### src/rtl/adw_sqrt.sv
// Pipelined floor square root, one result bit per stage, stall aware.
// Depends on nothing; carries an opaque sideband alongside the root.
`default_nettype none
module adw_sqrt #(
    parameter int IN_W   = 64,
    parameter int SIDE_W = 8
) (
    input  wire logic                aclk,
    input  wire logic                aresetn,
    input  wire logic                en,
    input  wire logic                in_valid,
    input  wire logic [IN_W-1:0]     in_rad,
    input  wire logic [SIDE_W-1:0]   in_side,
    output logic                     out_valid,
    output logic [IN_W/2-1:0]        out_root,
    output logic [SIDE_W-1:0]        out_side
);
    localparam int N = IN_W / 2;

    logic [N:0]        vld_reg;
    logic [IN_W-1:0]   rad_reg  [N+1];
    logic [N+1:0]      rem_reg  [N+1];
    logic [N-1:0]      root_reg [N+1];
    logic [SIDE_W-1:0] side_reg [N+1];

    always_comb begin
        rad_reg[0]  = in_rad;
        rem_reg[0]  = '0;
        root_reg[0] = '0;
        side_reg[0] = in_side;
        vld_reg[0]  = in_valid;
    end

    for (genvar i = 0; i < N; i++) begin : g_stage
        logic [N+1:0] rem_sh;
        logic [N+1:0] trial;
        always_comb begin
            rem_sh = {rem_reg[i][N-1:0], rad_reg[i][IN_W-1 -: 2]};
            trial  = {root_reg[i], 2'b01};
        end
        always_ff @(posedge aclk) begin
            if (!aresetn) begin
                vld_reg[i+1] <= 1'b0;
            end else if (en) begin
                vld_reg[i+1] <= vld_reg[i];
            end
            if (en) begin
                rad_reg[i+1]  <= {rad_reg[i][IN_W-3:0], 2'b00};
                side_reg[i+1] <= side_reg[i];
                if (rem_sh >= trial) begin
                    rem_reg[i+1]  <= rem_sh - trial;
                    root_reg[i+1] <= {root_reg[i][N-2:0], 1'b1};
                end else begin
                    rem_reg[i+1]  <= rem_sh;
                    root_reg[i+1] <= {root_reg[i][N-2:0], 1'b0};
                end
            end
        end
    end

    assign out_valid = vld_reg[N];
    assign out_root  = root_reg[N];
    assign out_side  = side_reg[N];
endmodule
`default_nettype wire

### config.mk
export PLATFORM = sky130hd
export DESIGN_NAME = adw_sqrt
export DESIGN_NICKNAME = d
export VERILOG_FILES = /design/src/rtl/adw_sqrt.sv
export SDC_FILE = /design/constraint.sdc
export NUM_CORES = 2
export LEC_CHECK = 0
export BUFFER_PORTS_ARGS = -buffer_cell sky130_fd_sc_hd__buf_2
export CELL_PAD_IN_SITES_DETAIL_PLACEMENT = 0
export CELL_PAD_IN_SITES_GLOBAL_PLACEMENT = 1
export CORE_ASPECT_RATIO = 0.9
export CORE_UTILIZATION = 35
export DETAILED_ROUTE_END_ITERATION = 10
export PLACE_DENSITY = 0.6
export SYNTH_ARGS = -nofsm -noshare
export SYNTH_HDL_FRONTEND = slang
export SYNTH_SLANG_ARGS = --single-unit
### constraint.sdc
create_clock -name aclk -period 8.9 [get_ports aclk]
set_input_delay 1.78 -clock aclk [delete_from_list [all_inputs] [get_ports aclk]]
set_output_delay 1.78 -clock aclk [all_outputs]
set_load 0.05 [all_outputs]
# After elaboration in Yosys (flattened, before gate mapping)

Index checks and enable logic that the tools add are counted.

Register bits after elaboration: 2771
Bits in latches: 0
Bits in writable memories: 0
Memory bits (read-only): 0
Input bits: 76
Output and inout port bits: 41
Logic and storage cells: 285
Memories kept: 0

$add $sub $neg: 31
Multiply operators: 0
Div/mod/pow operators: 0
Order comparisons: 32
Equal/unequal tests: 0
Shift-type cells: 0
Mux-type cells: 63
Bitwise logic cells: 0
Reductions and logical operators: 0

Operator list:

| kind             | number |
|---|---|
| $mux W32         | 30 |
| $ge A34 B10 Y1   | 1 |
| $ge A34 B11 Y1   | 1 |
| $ge A34 B12 Y1   | 1 |
| $ge A34 B13 Y1   | 1 |
| $ge A34 B14 Y1   | 1 |
| $ge A34 B15 Y1   | 1 |
| $ge A34 B16 Y1   | 1 |
| $ge A34 B17 Y1   | 1 |
| $ge A34 B18 Y1   | 1 |
| $ge A34 B19 Y1   | 1 |
| $ge A34 B20 Y1   | 1 |
| $ge A34 B21 Y1   | 1 |
| $ge A34 B22 Y1   | 1 |
| $ge A34 B23 Y1   | 1 |
| $ge A34 B24 Y1   | 1 |
| $ge A34 B25 Y1   | 1 |
| $ge A34 B26 Y1   | 1 |
| $ge A34 B27 Y1   | 1 |
| $ge A34 B28 Y1   | 1 |
| $ge A34 B29 Y1   | 1 |
| $ge A34 B3 Y1    | 1 |
| $ge A34 B30 Y1   | 1 |
| $ge A34 B31 Y1   | 1 |
| other kinds (42) | 73 |

# Depth between registers and ports, before layout

Word-level depth: 2
Gate-level depth with buffers: 15
Depth with buffers taken out: 13

# Worst setup path before layout

No wires, ideal clock.

Path kind: flip-flop to flip-flop
Start point: reg rem_reg, in the netlist g_stage[30].rem_sh[27]
End point: reg rem_reg, in the netlist g_stage[31].rem_sh[12], data pin
Setup time: 0.260 ns
Arrival: 3.002 ns
Required time: 8.640 ns
Path slack: 5.639 ns
Cell stages (with the launch flop): 12
Path buffers: 2
Clock period less this slack: 3.261 ns
Cell sequence: edfxtp_1 ha_1 clkbuf_1 a21o_1 a21o_1 a21oi_1 nand2_1 a21o_1 a2111oi_0 o21ai_1 clkbuf_1 mux2_2

Word-level cells in the longest chain between the ends: 2

RTL lines:

| element                          | line | text |
|---|---|---|
| start: declaration               | 22   | `logic [N+1:0] rem_reg [N+1];` |
| start signal: indexed assignment | 51   | `rem_reg[i+1] <= rem_sh - trial;` |
| start signal: indexed assignment | 54   | `rem_reg[i+1] <= rem_sh;` |
| $ge A34 B32 Y1                   | 50   | `if (rem_sh >= trial) begin` |
| $mux W32                         | 50   |  |

Every way passes these cells.
A chain may end at the register's enable or synchronous reset.

# Worst setup path in the final report

Start point: reg rem_reg, in the netlist g_stage[12].rem_sh[2]
End point: reg rem_reg, in the netlist g_stage[13].rem_sh[29], data pin

Word-level cells in the longest chain between the ends: 2
Elaborated cells on any way between the ends: 3
Classes of those cells: add/sub (1); order compare (1); mux (1)

RTL lines:

| element                                            | line |
|---|---|
| $sub A32 B14 Y32 or $ge A34 B14 Y1 (tied branches) | 51, 50 |
| $mux W32 *                                         | 50 |

Every way passes the cells marked *; elsewhere a longest branch is shown, timed or not.

==> impl_metrics.env <==
export IMPL_cts_hold_buf=0
export IMPL_grt_ovfl_total=0
export IMPL_track_usage_pct=14.1
export IMPL_hold_ws_ns=0.378
export IMPL_start_util_pct=35.2
export IMPL_p_leak_nw=52.3
export IMPL_synth_edff_count=2710
export IMPL_numCtsBuffers=305
export IMPL_cts_setup_buffers=0
export IMPL_clkPwrFrac_pct=33.4
export IMPL_antenna_found_initial=7
export IMPL_critPathMaxFanout=21
export IMPL_vias_per_cell=4.92
export IMPL_io_buffers=116
export IMPL_routed_wl_mm=254
export IMPL_path_class="reg2reg"
export IMPL_cp_data_required_time_ns=9.52
export IMPL_combPwrFrac_pct=19.9
export IMPL_die_area_um2=354000
export IMPL_avgSynthCellArea_um2=13.5
export IMPL_synth_seq_cells=2742
export IMPL_drive_gt1_share_pct=8.06
export IMPL_netlist_area_um2=123000
export IMPL_ctsResizeCount=0
export IMPL_drcViolationCount=0
export IMPL_p_seq_share_pct=46.7
export IMPL_synth_top_cell_area_share_pct=66.0
export IMPL_hold_class="reg2reg"
export IMPL_worstSkewPairLatency_ns=0.90
export IMPL_yosysWarnings=0
export IMPL_outcome="complete, no violations"
export IMPL_irDropWorstVdd_mv=0.157
export IMPL_synth_fp_nets=9801
export IMPL_die_y_um=565
export IMPL_grt_pass1_vias=69900
export IMPL_fmax_ghz=0.214
export IMPL_yosysSeqAreaShare_pct=66.6
export IMPL_synth_area_leader_cell="edfxtp_1"
export IMPL_dr_total_vias=70600
export IMPL_skew_ns=0.0720
export IMPL_max_cap_violations=0
export IMPL_critPathArrivalTime_ns=5.28
export IMPL_wl_per_cell_um=17.7
export IMPL_root_buffer="clkbuf_16"
export IMPL_htreeDepth=5
export IMPL_start_kind="flip-flop"
export IMPL_syn_to_final_growth_pct=13.0
export IMPL_hold_viol_final=0
export IMPL_clkTransAtPathRegs_ns=0.06
export IMPL_synth_cell_type_count=93
export IMPL_ant_nets=0
export IMPL_powerDensity_nw_per_um2=265
export IMPL_rsz0062_at_grt="false"
export IMPL_synth_area_leaders="edfxtp_1 (66%), ha_1 (5.7%), xnor2_1 (3.0%)"
export IMPL_dp_hpwl_mm=180
export IMPL_setup_viol=0
export IMPL_core_area_um2=350000
export IMPL_swShare_pct=28.2
export IMPL_switchingPower_mw=10.4
export IMPL_io_pins=117
export IMPL_largest_register_ff_count=996
export IMPL_setup_tns_ns=0
export IMPL_synthTopCellsByCount="edfxtp_1 (2710), inv_1 (686), nor2_1 (589), ha_1 (564), a21oi_1 (559)"
export IMPL_drt_iter0_markers=5066
export IMPL_relSlewSlack_pct=14.0
export IMPL_worst_setup_path_end_kind="flip-flop"
export IMPL_layout_worst_path_cycle_share_pct=52.4
export IMPL_place_congestion=0.887
export IMPL_placement_rows=206
export IMPL_numClockSinks=2742
export IMPL_slew_viol_final=0
export IMPL_tightest_slew_ns=1.28
export IMPL_async_flop_share_pct=0
export IMPL_synthMostInstantiatedCell="edfxtp_1"
export IMPL_period_minus_slack_ns=4.66
export IMPL_grt_max_degree=174
export IMPL_p_int_mw=26.5
export IMPL_synth_top_flop_cell="edfxtp_1"
export IMPL_cts_tree="yes"
export IMPL_die_width_um=627
export IMPL_firstDrtPassIters=9
export IMPL_clock_path_buffers=4
export IMPL_final_nets=10100
export IMPL_syn_inst=9161
export IMPL_grt_pass1_wl_mm=399
## logic make-up (layout without fill, tap and decap cells)
kind of cell	after synthesis	after routing	synth area share (%)
XOR/XNOR	771	771	5.49
AO/OA/AOI/OAI	1788	1788	9.13
multiplexers	152	152	1.34
other	1	4	0.00304
adder cells (fa/ha/maj)	564	564	5.73
AND/OR/NAND/NOR	2247	2247	8.98
buffers and inverters	896	1407	2.77
flip-flops	2742	2742	66.6
## final timing paths
| kind | slack (ns) | depth (start not counted) | start | endpoint |
|---|---|---|---|---|
| max | 4.24 | 12 | g_stage[12].rem_sh[2]$_DFFE_PP_ | g_stage[13].rem_sh[29]$_DFFE_PP_ |
| min | 0.38 | 0 | rad_reg[1453]$_DFFE_PP_ | rad_reg[1391]$_DFFE_PP_ |
| max reg2reg | 4.24 | 12 | g_stage[12].rem_sh[2]$_DFFE_PP_ | g_stage[13].rem_sh[29]$_DFFE_PP_ |
| min reg2reg | 0.38 | 0 | rad_reg[1453]$_DFFE_PP_ | rad_reg[1391]$_DFFE_PP_ |
## area by class of cell
type,count,area [um^2]
Multi-Input combinational cell,5523,37900
Clock buffer,356,7970
Fill cell,32900,211000
Inverter,687,2580
Tap cell,4680,5860
Timing Repair Buffer,172,1220
Sequential cell,2742,82000
Clock inverter,192,1780
Antenna cell,3,7.51
## layout by cell type, fill, tap and decap left out, types with 107 or more instances in the layout
| master | count |
|---|---|
| a21o_1 | 244 |
| a21oi_1 | 558 |
| buf_2 | 115 |
| clkbuf_16 | 312 |
| edfxtp_1 | 2710 |
| ha_1 | 564 |
| inv_1 | 686 |
| nand2_1 | 550 |
| nand3_1 | 158 |
| nor2_1 | 588 |
| nor2b_1 | 107 |
| nor3_1 | 191 |
| o21ai_0 | 388 |
| xnor2_1 | 421 |
| xor2_1 | 349 |
## metal layers
layer	wire length, um	up-vias	global-route usage [%]
li1	-	34700	-
met2	117000	1257	22.9
met3	10500	425	2.05
met5	18	-	0
met4	7160	2	4.26
met1	119000	34300	19.4
## critical path, stage by stage, from the launching register on
cell,delay (ns)
edfxtp_1,0.40
ha_1,0.37
nor2b_1,0.15
o21a_1,0.18
o21ai_0,0.23
or4b_1,0.50
a41oi_1,0.35
o21ai_0,0.26
nor2_1,0.71
inv_1,0.62
nand3_1,0.38
nor3_1,0.09
xor2_1,0.15
## stage by stage
step                      setup slack, ns  power [mW]  std cells  area (um^2)  utilization, %
after global routing                 3.93        38.9      14400       139000            39.8
after detailed placement             4.29        24.8      13800       130000            37.0
final                                4.24        36.9      14400       139000            39.8
after floorplan                      5.64        22.5       9161       123000               -
after global placement               4.29        24.8      13800       130000            37.0
after CTS                            4.25        37.5      14400       139000            39.8
## power by group through the flow
stage / Clock (mW) / Sequential, mW / Combinational [mW]
5_1_grt: 13.2 / 17.4 / 8.25
3_5_place_dp: 0 / 17.5 / 7.31
6_report: 12.3 / 17.2 / 7.36
4_1_cts: 12.8 / 17.3 / 7.36
3_3_place_gp: 0 / 17.5 / 7.25
2_1_floorplan: 0 / 17.1 / 5.43
Power figures use the tool's default switching activity.
